--- config.mk ---
export PLATFORM = sky130hd
export DESIGN_NAME = pawukon_calendar_from_day_count
export DESIGN_NICKNAME = d
export VERILOG_FILES = /design/src/rtl/pawukon_pkg.sv /design/src/rtl/pawukon_calendar_from_day_count.sv /design/src/rtl/pawukon_div.sv /design/src/rtl/pawukon_cal.sv
export VERILOG_INCLUDE_DIRS = /design/src /design/src/rtl
export SDC_FILE = /design/constraint.sdc
export NUM_CORES = 1
export LEC_CHECK = 0
export BUFFER_PORTS_ARGS = -buffer_cell sky130_fd_sc_hd__buf_2
export CAP_MARGIN = 40
export CORE_UTILIZATION = 50
export CTS_BUF_LIST = sky130_fd_sc_hd__clkbuf_8
export CTS_CLUSTER_SIZE = 20
export DETAILED_ROUTE_END_ITERATION = 12
export PLACE_DENSITY = 0.69
export SYNTH_ARGS = -nofsm -noshare
export SYNTH_HDL_FRONTEND = slang
export SYNTH_SLANG_ARGS = --single-unit
--- constraint.sdc ---
create_clock -name clk -period 11.91 [get_ports clk]
set_input_delay 1.191 -clock clk [delete_from_list [all_inputs] [get_ports clk]]
set_output_delay 1.191 -clock clk [all_outputs]
set_load 0.05 [all_outputs]
--- src/rtl/assert_macros.svh ---
// Assertion macros used by pawukon_cal.
`ifndef ASSERT_MACROS_SVH
`define ASSERT_MACROS_SVH

// Implication checked at every clock edge outside reset.
`define ASSERT_IMPL(label, clk, rst_n, ante, cons, msg) \
	label: assert property (@(posedge clk) disable iff (!rst_n) (ante) |-> (cons)) \
		else $error(msg);

// Next-cycle implication checked outside reset.
`define ASSERT_NEXT(label, clk, rst_n, ante, cons, msg) \
	label: assert property (@(posedge clk) disable iff (!rst_n) (ante) |=> (cons)) \
		else $error(msg);

`endif

--- src/rtl/pawukon_pkg.sv ---
// ----------------------------------------------------------------------------
// pawukon_pkg
// Shared widths, constants and lookup tables of the pawukon converter.
// ----------------------------------------------------------------------------
package pawukon_pkg;

	localparam int unsigned DayW     = 24;
	localparam int unsigned CycW     = 17;
	localparam int unsigned CycleDays = 210;
	localparam int unsigned EpochShift = 32;

	// Cut points of the caturwara and astawara holds.
	localparam logic [7:0] HoldFirst = 8'd70;
	localparam logic [7:0] HoldLast  = 8'd72;
	localparam logic [2:0] AstaKala  = 3'd6;
	localparam logic [1:0] CaturJaya = 2'd2;

	// Control group passed from the divider stages to the calendar stages.
	typedef struct packed {
		logic valid;
	} pipe_ctl_t;

	function automatic logic [3:0] panca_urip(input logic [2:0] p);
		unique case (p)
			3'd0:    panca_urip = 4'd9;
			3'd1:    panca_urip = 4'd7;
			3'd2:    panca_urip = 4'd4;
			3'd3:    panca_urip = 4'd8;
			default: panca_urip = 4'd5;
		endcase
	endfunction

	function automatic logic [3:0] sapta_urip(input logic [2:0] s);
		unique case (s)
			3'd0:    sapta_urip = 4'd5;
			3'd1:    sapta_urip = 4'd4;
			3'd2:    sapta_urip = 4'd3;
			3'd3:    sapta_urip = 4'd7;
			3'd4:    sapta_urip = 4'd8;
			3'd5:    sapta_urip = 4'd6;
			default: sapta_urip = 4'd9;
		endcase
	endfunction

	typedef logic [4:0] rsi_row_t [7];
	typedef rsi_row_t rsi_tab_t [30];

	localparam rsi_tab_t RsiTable = '{
		'{5'd24, 5'd8, 5'd18, 5'd8, 5'd24, 5'd24, 5'd18},
		'{5'd10, 5'd8, 5'd14, 5'd27, 5'd25, 5'd24, 5'd21},
		'{5'd14, 5'd8, 5'd14, 5'd26, 5'd20, 5'd6, 5'd3},
		'{5'd15, 5'd27, 5'd18, 5'd21, 5'd26, 5'd23, 5'd1},
		'{5'd11, 5'd6, 5'd16, 5'd24, 5'd8, 5'd18, 5'd24},
		'{5'd18, 5'd26, 5'd5, 5'd24, 5'd3, 5'd3, 5'd3},
		'{5'd13, 5'd13, 5'd5, 5'd15, 5'd13, 5'd27, 5'd27},
		'{5'd2, 5'd24, 5'd24, 5'd16, 5'd26, 5'd16, 5'd6},
		'{5'd10, 5'd26, 5'd19, 5'd26, 5'd12, 5'd16, 5'd22},
		'{5'd26, 5'd26, 5'd13, 5'd1, 5'd18, 5'd14, 5'd1},
		'{5'd16, 5'd24, 5'd13, 5'd8, 5'd17, 5'd26, 5'd19},
		'{5'd25, 5'd13, 5'd13, 5'd6, 5'd8, 5'd6, 5'd27},
		'{5'd8, 5'd6, 5'd13, 5'd8, 5'd26, 5'd3, 5'd13},
		'{5'd26, 5'd26, 5'd15, 5'd16, 5'd27, 5'd8, 5'd13},
		'{5'd21, 5'd8, 5'd6, 5'd26, 5'd26, 5'd6, 5'd14},
		'{5'd26, 5'd18, 5'd14, 5'd24, 5'd6, 5'd27, 5'd21},
		'{5'd26, 5'd26, 5'd24, 5'd8, 5'd19, 5'd19, 5'd18},
		'{5'd8, 5'd18, 5'd8, 5'd5, 5'd27, 5'd18, 5'd6},
		'{5'd10, 5'd13, 5'd13, 5'd14, 5'd26, 5'd19, 5'd19},
		'{5'd6, 5'd3, 5'd26, 5'd26, 5'd3, 5'd26, 5'd18},
		'{5'd21, 5'd15, 5'd28, 5'd24, 5'd18, 5'd9, 5'd26},
		'{5'd18, 5'd6, 5'd18, 5'd8, 5'd7, 5'd16, 5'd19},
		'{5'd26, 5'd3, 5'd8, 5'd14, 5'd26, 5'd21, 5'd8},
		'{5'd16, 5'd16, 5'd24, 5'd8, 5'd9, 5'd25, 5'd3},
		'{5'd13, 5'd10, 5'd25, 5'd25, 5'd18, 5'd25, 5'd21},
		'{5'd8, 5'd13, 5'd13, 5'd15, 5'd19, 5'd26, 5'd21},
		'{5'd5, 5'd19, 5'd5, 5'd21, 5'd27, 5'd13, 5'd24},
		'{5'd19, 5'd18, 5'd18, 5'd26, 5'd16, 5'd3, 5'd25},
		'{5'd4, 5'd3, 5'd24, 5'd26, 5'd19, 5'd26, 5'd21},
		'{5'd15, 5'd4, 5'd3, 5'd26, 5'd8, 5'd26, 5'd18}
	};

endpackage

--- src/rtl/pawukon_calendar_from_day_count.sv ---
// ----------------------------------------------------------------------------
// pawukon_calendar_from_day_count
// Day count since 1970-01-01 to Balinese pawukon calendar position.
// ----------------------------------------------------------------------------
// Input channel: in_valid / in_stall with day_number. Output channel:
// out_valid / out_stall with the calendar fields, one result per input.
// A transfer happens at a rising edge with valid high and stall low.
// The pipeline has four register stages: reciprocal multiply, quotient
// correction, residues, and table lookup into the output register.
// out_valid rises once an item has moved from valid_s1 through ctl_s2 and
// valid_s3 into the output register, and the result can then transfer.
// Throughput is one item per cycle while the receiver does not stall.
// The whole pipeline advances when the output register is empty or taken;
// when the receiver stalls with a valid result, every stage holds and
// in_stall is raised, so nothing is lost or repeated.
// Reset clears all valid bits; the data registers are not reset.
// ----------------------------------------------------------------------------
module pawukon_calendar_from_day_count (
	input  logic                          clk,
	input  logic                          arst_n,
	input  logic                          in_valid,
	output logic                          in_stall,
	input  logic [pawukon_pkg::DayW-1:0]  day_number,
	output logic                          out_valid,
	input  logic                          out_stall,
	output logic [pawukon_pkg::CycW-1:0]  cycle_count,
	output logic [4:0]                    wuku,
	output logic                          dwiwara,
	output logic [1:0]                    triwara,
	output logic [1:0]                    caturwara,
	output logic [2:0]                    pancawara,
	output logic [2:0]                    sadwara,
	output logic [2:0]                    saptawara,
	output logic [2:0]                    astawara,
	output logic [3:0]                    sangawara,
	output logic [3:0]                    dasawara,
	output logic [4:0]                    eka_jala_rsi
);

	logic                         adv;
	pawukon_pkg::pipe_ctl_t       ctl_s2;
	logic [pawukon_pkg::CycW-1:0] cyc_s2;
	logic [7:0]                   day_s2;

	assign adv      = !(out_valid && out_stall);
	assign in_stall = !adv;

	pawukon_div u_div (
		.clk        (clk),
		.arst_n     (arst_n),
		.adv        (adv),
		.in_valid   (in_valid),
		.day_number (day_number),
		.ctl_s2     (ctl_s2),
		.cyc_s2     (cyc_s2),
		.day_s2     (day_s2)
	);

	pawukon_cal u_cal (
		.clk          (clk),
		.arst_n       (arst_n),
		.adv          (adv),
		.ctl_s2       (ctl_s2),
		.cyc_s2       (cyc_s2),
		.day_s2       (day_s2),
		.valid        (out_valid),
		.cycle_count  (cycle_count),
		.wuku         (wuku),
		.dwiwara      (dwiwara),
		.triwara      (triwara),
		.caturwara    (caturwara),
		.pancawara    (pancawara),
		.sadwara      (sadwara),
		.saptawara    (saptawara),
		.astawara     (astawara),
		.sangawara    (sangawara),
		.dasawara     (dasawara),
		.eka_jala_rsi (eka_jala_rsi)
	);

endmodule

--- src/rtl/pawukon_div.sv ---
// ----------------------------------------------------------------------------
// pawukon_div
// Two-stage divide by 210: reciprocal multiply, then quotient correction.
// ----------------------------------------------------------------------------
module pawukon_div (
	input  logic                              clk,
	input  logic                              arst_n,
	input  logic                              adv,
	input  logic                              in_valid,
	input  logic [pawukon_pkg::DayW-1:0]      day_number,
	output pawukon_pkg::pipe_ctl_t            ctl_s2,
	output logic [pawukon_pkg::CycW-1:0]      cyc_s2,
	output logic [7:0]                        day_s2
);

	// floor(x * 79891 / 2^24) never exceeds x / 210 and falls short by at most one
	// for every x up to 2^24 + 31.
	localparam logic [16:0] Recip = 17'd79891;

	logic                            valid_s1;
	logic [pawukon_pkg::DayW:0]      days_s1;
	logic [pawukon_pkg::DayW+17:0]   prod_s1;
	logic [pawukon_pkg::CycW-1:0]    qe;
	logic [pawukon_pkg::DayW+8:0]    qm;
	logic [pawukon_pkg::DayW:0]      rem;
	logic [pawukon_pkg::DayW:0]      days_in;

	assign days_in = {1'b0, day_number} + (pawukon_pkg::DayW+1)'(pawukon_pkg::EpochShift);

	always_ff @(posedge clk or negedge arst_n) begin
		if (!arst_n) begin
			valid_s1 <= 1'b0;
		end else if (adv) begin
			valid_s1 <= in_valid;
		end
	end

	always_ff @(posedge clk) begin
		if (adv) begin
			days_s1 <= days_in;
			prod_s1 <= days_in * Recip;
		end
	end

	assign qe  = prod_s1[pawukon_pkg::CycW+23:24];
	assign qm  = qe * 8'(pawukon_pkg::CycleDays);
	assign rem = days_s1 - qm[pawukon_pkg::DayW:0];

	always_ff @(posedge clk or negedge arst_n) begin
		if (!arst_n) begin
			ctl_s2.valid <= 1'b0;
		end else if (adv) begin
			ctl_s2.valid <= valid_s1;
		end
	end

	always_ff @(posedge clk) begin
		if (adv) begin
			if (rem >= (pawukon_pkg::DayW+1)'(pawukon_pkg::CycleDays)) begin
				cyc_s2 <= qe + 1'b1;
				day_s2 <= 8'(rem - (pawukon_pkg::DayW+1)'(pawukon_pkg::CycleDays));
			end else begin
				cyc_s2 <= qe;
				day_s2 <= rem[7:0];
			end
		end
	end

endmodule

--- src/rtl/pawukon_cal.sv ---
// ----------------------------------------------------------------------------
// pawukon_cal
// Day-of-cycle to calendar fields, in two stages: residues, then lookups.
// ----------------------------------------------------------------------------
`include "assert_macros.svh"

module pawukon_cal (
	input  logic                          clk,
	input  logic                          arst_n,
	input  logic                          adv,
	input  pawukon_pkg::pipe_ctl_t        ctl_s2,
	input  logic [pawukon_pkg::CycW-1:0]  cyc_s2,
	input  logic [7:0]                    day_s2,
	output logic                          valid,
	output logic [pawukon_pkg::CycW-1:0]  cycle_count,
	output logic [4:0]                    wuku,
	output logic                          dwiwara,
	output logic [1:0]                    triwara,
	output logic [1:0]                    caturwara,
	output logic [2:0]                    pancawara,
	output logic [2:0]                    sadwara,
	output logic [2:0]                    saptawara,
	output logic [2:0]                    astawara,
	output logic [3:0]                    sangawara,
	output logic [3:0]                    dasawara,
	output logic [4:0]                    eka_jala_rsi
);

	logic                         valid_s3;
	logic [pawukon_pkg::CycW-1:0] cyc_s3;
	logic [4:0]                   wk_s3;
	logic [2:0]                   sapta_s3, panca_s3, sad_s3, asta_s3;
	logic [1:0]                   tri_s3, catur_s3;
	logic [3:0]                   sanga_s3;

	logic [4:0]  wk_c;
	logic [7:0]  d6;
	logic [4:0]  urip;
	logic [4:0]  dasa_sum;
	logic [15:0] p7, p5, p6, p9;
	logic [5:0]  q5, q6;
	logic [6:0]  q3, q9;
	logic [7:0]  r7, r5, r6, r3, r9;

	// The operands stay below 216, where these reciprocal multiplies give exact
	// quotients; each residue is the operand less quotient times divisor.
	assign d6   = day_s2 + 8'd6;
	assign p7   = {8'd0, day_s2} * 16'd293;
	assign p5   = {8'd0, day_s2} * 16'd205;
	assign p6   = {8'd0, day_s2} * 16'd171;
	assign p9   = {8'd0, d6} * 16'd57;
	assign wk_c = p7[15:11];
	assign q5   = p5[15:10];
	assign q6   = p6[15:10];
	assign q3   = p6[15:9];
	assign q9   = p9[15:9];
	assign r7   = day_s2 - 8'(wk_c * 8'd7);
	assign r5   = day_s2 - 8'(q5 * 8'd5);
	assign r6   = day_s2 - 8'(q6 * 8'd6);
	assign r3   = day_s2 - 8'(q3 * 8'd3);
	assign r9   = d6 - 8'(q9 * 8'd9);

	always_ff @(posedge clk or negedge arst_n) begin
		if (!arst_n) begin
			valid_s3 <= 1'b0;
		end else if (adv) begin
			valid_s3 <= ctl_s2.valid;
		end
	end

	always_ff @(posedge clk) begin
		if (adv) begin
			cyc_s3   <= cyc_s2;
			wk_s3    <= wk_c;
			sapta_s3 <= r7[2:0];
			panca_s3 <= r5[2:0];
			sad_s3   <= r6[2:0];
			tri_s3   <= r3[1:0];
			sanga_s3 <= (day_s2 > 8'd3) ? r9[3:0] : 4'd0;
			if (day_s2 < pawukon_pkg::HoldFirst) begin
				catur_s3 <= day_s2[1:0];
				asta_s3  <= day_s2[2:0];
			end else if (day_s2 > pawukon_pkg::HoldLast) begin
				catur_s3 <= d6[1:0];
				asta_s3  <= d6[2:0];
			end else begin
				catur_s3 <= pawukon_pkg::CaturJaya;
				asta_s3  <= pawukon_pkg::AstaKala;
			end
		end
	end

	assign urip = {1'b0, pawukon_pkg::panca_urip(panca_s3)}
		+ {1'b0, pawukon_pkg::sapta_urip(sapta_s3)};
	assign dasa_sum = urip + 5'd1;

	always_ff @(posedge clk or negedge arst_n) begin
		if (!arst_n) begin
			valid <= 1'b0;
		end else if (adv) begin
			valid <= valid_s3;
		end
	end

	always_ff @(posedge clk) begin
		if (adv) begin
			cycle_count  <= cyc_s3;
			wuku         <= wk_s3;
			dwiwara      <= urip[0];
			triwara      <= tri_s3;
			caturwara    <= catur_s3;
			pancawara    <= panca_s3;
			sadwara      <= sad_s3;
			saptawara    <= sapta_s3;
			astawara     <= asta_s3;
			sangawara    <= sanga_s3;
			dasawara     <= (dasa_sum >= 5'd10) ? 4'(dasa_sum - 5'd10) : dasa_sum[3:0];
			eka_jala_rsi <= pawukon_pkg::RsiTable[wk_s3][sapta_s3];
		end
	end

	`ASSERT_IMPL(a_day_range, clk, arst_n, ctl_s2.valid, day_s2 < 8'd210, "day out of cycle")
	`ASSERT_IMPL(a_wk_range, clk, arst_n, valid_s3, wk_s3 < 5'd30 && sapta_s3 < 3'd7,
		"wuku or saptawara out of range")
	`ASSERT_NEXT(a_hold, clk, arst_n, !adv, $stable(valid) && $stable(eka_jala_rsi),
		"output changed while stalled")

endmodule
==> reports/metrics.cfg <==
[run_status]
status = completed

[cells_and_area]
nets = 2712
drive_above_1_share_pct = 7.59
diodes = 0
multi_input_area_um2 = 13600
regArea_um2 = 4810
area_growth_pct = 7.05
fillCellCount = 3528

[global_route]
grt_max_degree = 75
grt-ovfl-total = 0
track_usage_pct = 22.3
grt_first_pass_wirelength_um = 73100
grt_pass1_vias = 14900
antenna_found_initial = 0

[clock_network]
cts_setup_buffers = 0
cts-root-buf = clkbuf_8
cts_resized = 0
clock-sinks = 161
cts_tree = yes
clock_latency_ps = 520
clk_path_buf_depth = 2
hold_buffers = 0
h-tree-depth = 4
path_clk_slew_ps = 90
numCtsBuffers = 17

[logic_synthesis]
synth-adder-area-share_pct = 39.9
synth-warning-count = 0
ys_seq_elements = 161
synth-async-reset-ratio_pct = 2.48
postSynthCellCount = 2066
synth_top_area_share_pct = 24.3
syn_area_um2 = 20200
synth-xor-area-share_pct = 6.25
synth_compound_area_share_pct = 11.0
synth_edf_count = 157
ys_types = 75
synth_flop_cell = edfxtp_1
syn_nets = 2643
muxShareOfSynthArea_pct = 1.17
synth_area_leaders = ha_1 24%, edfxtp_1 23%, fa_1 16%, inv_1 7.5%, xnor2_1 4.5%
seq_area_frac_synth_pct = 23.9
post-synth-top-area-cell = ha_1
synth_top_family_by_area = adder cells
synth-simple-area-share_pct = 9.16
avgSynthCellArea_um2 = 9.76

[placed_design]
io_buffers = 81
post-dp-hpwl_um = 35100
gp_congestion = 0.954

[setup_path]
r2r_cells = 29
path_class = in -> reg
critPathCaptureType = flop
ff2ff_setup_slack_ps = 4620
rr_endpoint = u_div.day_s2[6]
endpoint = u_div.prod_s1[36]
path_common_cell = fa_1
crit_buf_inv = 5
cp_num_cells = 26
critPathLaunchType = input pin
cp_slowest_stage_delay_ps = 580
required_ps = 12170
crit_slowest_cell = fa_1
cp_max_fo = 6
crit_family = adder cells
cp.arrival_ps = 7990
timing.rr.start = u_div.prod_s1[30]
crit_start = day_number[7]

[routing]
drtIter0Drc = 1295
viasPerCell = 5.46
drt-total-wl_um = 43600
drc_errors = 0
dr.pass1.iters = 5
drtAntennaViolNets = 0
wire_per_inst_um = 16.3
vias = 14600

[sta]
tightest_slew_ps = 832
min_period_ps = 7720
slew-limit-headroom_pct = 44.2
report.final.slew_viol_count = 0
rsz0062_at_grt = no
hold_violations = 0
setup_violations = 0
fin_crit_sh_pct = 64.9
skew_ps = 14.6
fmax_mhz = 129
finalSetupTns_ps = 0

[floorplanning]
fp.dieW_um = 203
die-height_um = 203
rows = 73
coreArea_um2 = 39700
start_util_pct = 50.8
io_pins = 82
dieArea_um2 = 41100

[job]
max_cap_violations = 0

[hold_path]
min_path_type = reg -> reg

## synthesized netlist by cell type, types with 3 or more instances
cell       number
nor4_1          5
mux2_2          5
or2_2           4
o31ai_1         4
nand3_1        46
a22oi_1         3
a2111oi_0       4
clkbuf_1       34
xor2_1         40
and2_1          6
o2111ai_1       5
fa_1          157
nand2b_1       19
buf_1          11
nand4_1        18
or3_1           3
o221ai_1        6
a31oi_1        16
and3_1         24
a311oi_1        5
o211ai_1       12
ha_1          392
xnor2_1       104
a21o_1         22
mux2i_1         9
a21oi_1       112
o21ai_0        89
and4_1          4
a221oi_1        3
dfrtp_1         4
o21bai_1        3
nand2_1        96
buf_4           3
o21a_1         10
o21ai_1         5
o22ai_1         8
inv_1         405
nor3_1         24
a21oi_2         5
nor2_1        104
edfxtp_1      157
a211oi_1       11
mux4_2          4
nor2b_1        22
a21boi_0        6
## worst register-to-register path, delay by kind of cell (launching register included)
kind | cells | cell delay [ps]
compound gates | 11 | 2210
buf+inv | 4 | 190
fa+ha+maj | 6 | 2390
flops | 1 | 580
xor+xnor | 2 | 300
simple gates | 6 | 1380
## routing by layer
metal	track usage, %	share of wire (%)	vias to the layer above
met5	0	0	-
met4	7.09	1.9	0
met3	2.87	4.2	57
met2	38.1	49	358
met1	29.2	45	7035
li1	-	-	7136
## cell families after synthesis
kind of cell	Yosys count
adder cells (fa/ha/maj)	549
buffers and inverters	458
AND/OR/NAND/NOR	384
AO/OA/AOI/OAI	352
flip-flops	161
XOR/XNOR	144
multiplexers	18
## per-stage QoR
step	area (um^2)	cells	worst slack, ps	hold WS [ps]	util [%]
2_1_floorplan	20200	2066	4510	400	-
3_3_place_gp	21100	2632	3840	403	53.1
3_5_place_dp	21200	2640	3590	405	53.3
4_1_cts	21600	2672	4190	413	54.3
5_1_grt	21600	2673	3740	423	54.3
6_report	21600	2673	4190	425	54.3
## worst min path at each step
stage	from	end	slack (ps)	depth (start not counted)
floorplan	u_cal.catur_s3[0]	u_cal.astawara[0]	400	0
CTS	arst_n	u_div.ctl_s2	410	1
global route	arst_n	u_div.ctl_s2	420	1
detailed placement	u_cal.asta_s3[2]	u_cal.astawara[2]	400	0
finish	u_cal.sanga_s3[1]	u_cal.sangawara[1]	430	0
global placement	u_div.cyc_s2[4]	u_cal.cyc_s3[4]	400	0
## layout make-up
type / instances / share of cell area [%]
timing repair buffer: 101 / 2.67
clock inverter: 15 / 0.742
inverter: 407 / 7.08
clock buffer: 17 / 1.08
sequential: 161 / 22.3
tap: 525 / 3.04
multi-input combinational: 1447 / 63.1
## cell usage in the layout, fill, tap and decap left out, drive strengths merged, types with 40 or more instances in the layout
cell	n
edfxtp	157
xor2	40
o21ai	94
ha	392
a21oi	117
inv	415
nand3	46
xnor2	104
buf	101
nand2	96
fa	157
nor2	105
## registers in the layout, indices dropped and copies added, names as in the netlist, 2 cells and up
name / flops
u_cal.asta_s3: 2
u_cal.astawara: 3
u_cal.cyc_s3: 17
u_cal.cycle_count: 17
u_cal.dasawara: 4
u_cal.eka_jala_rsi: 5
u_cal.panca_s3: 3
u_cal.pancawara: 3
u_cal.sad_s3: 3
u_cal.sadwara: 3
u_cal.sanga_s3: 4
u_cal.sangawara: 4
u_cal.sapta_s3: 3
u_cal.saptawara: 3
u_cal.tri_s3: 2
u_cal.triwara: 2
u_cal.wk_s3: 5
u_cal.wuku: 5
u_div.cyc_s2: 17
u_div.day_s2: 8
u_div.days_s1: 24
u_div.prod_s1: 18
Power is left out: the tool's default activity adds up to more than one toggle a clock period on the data nets, which glitch-free logic cannot reach.
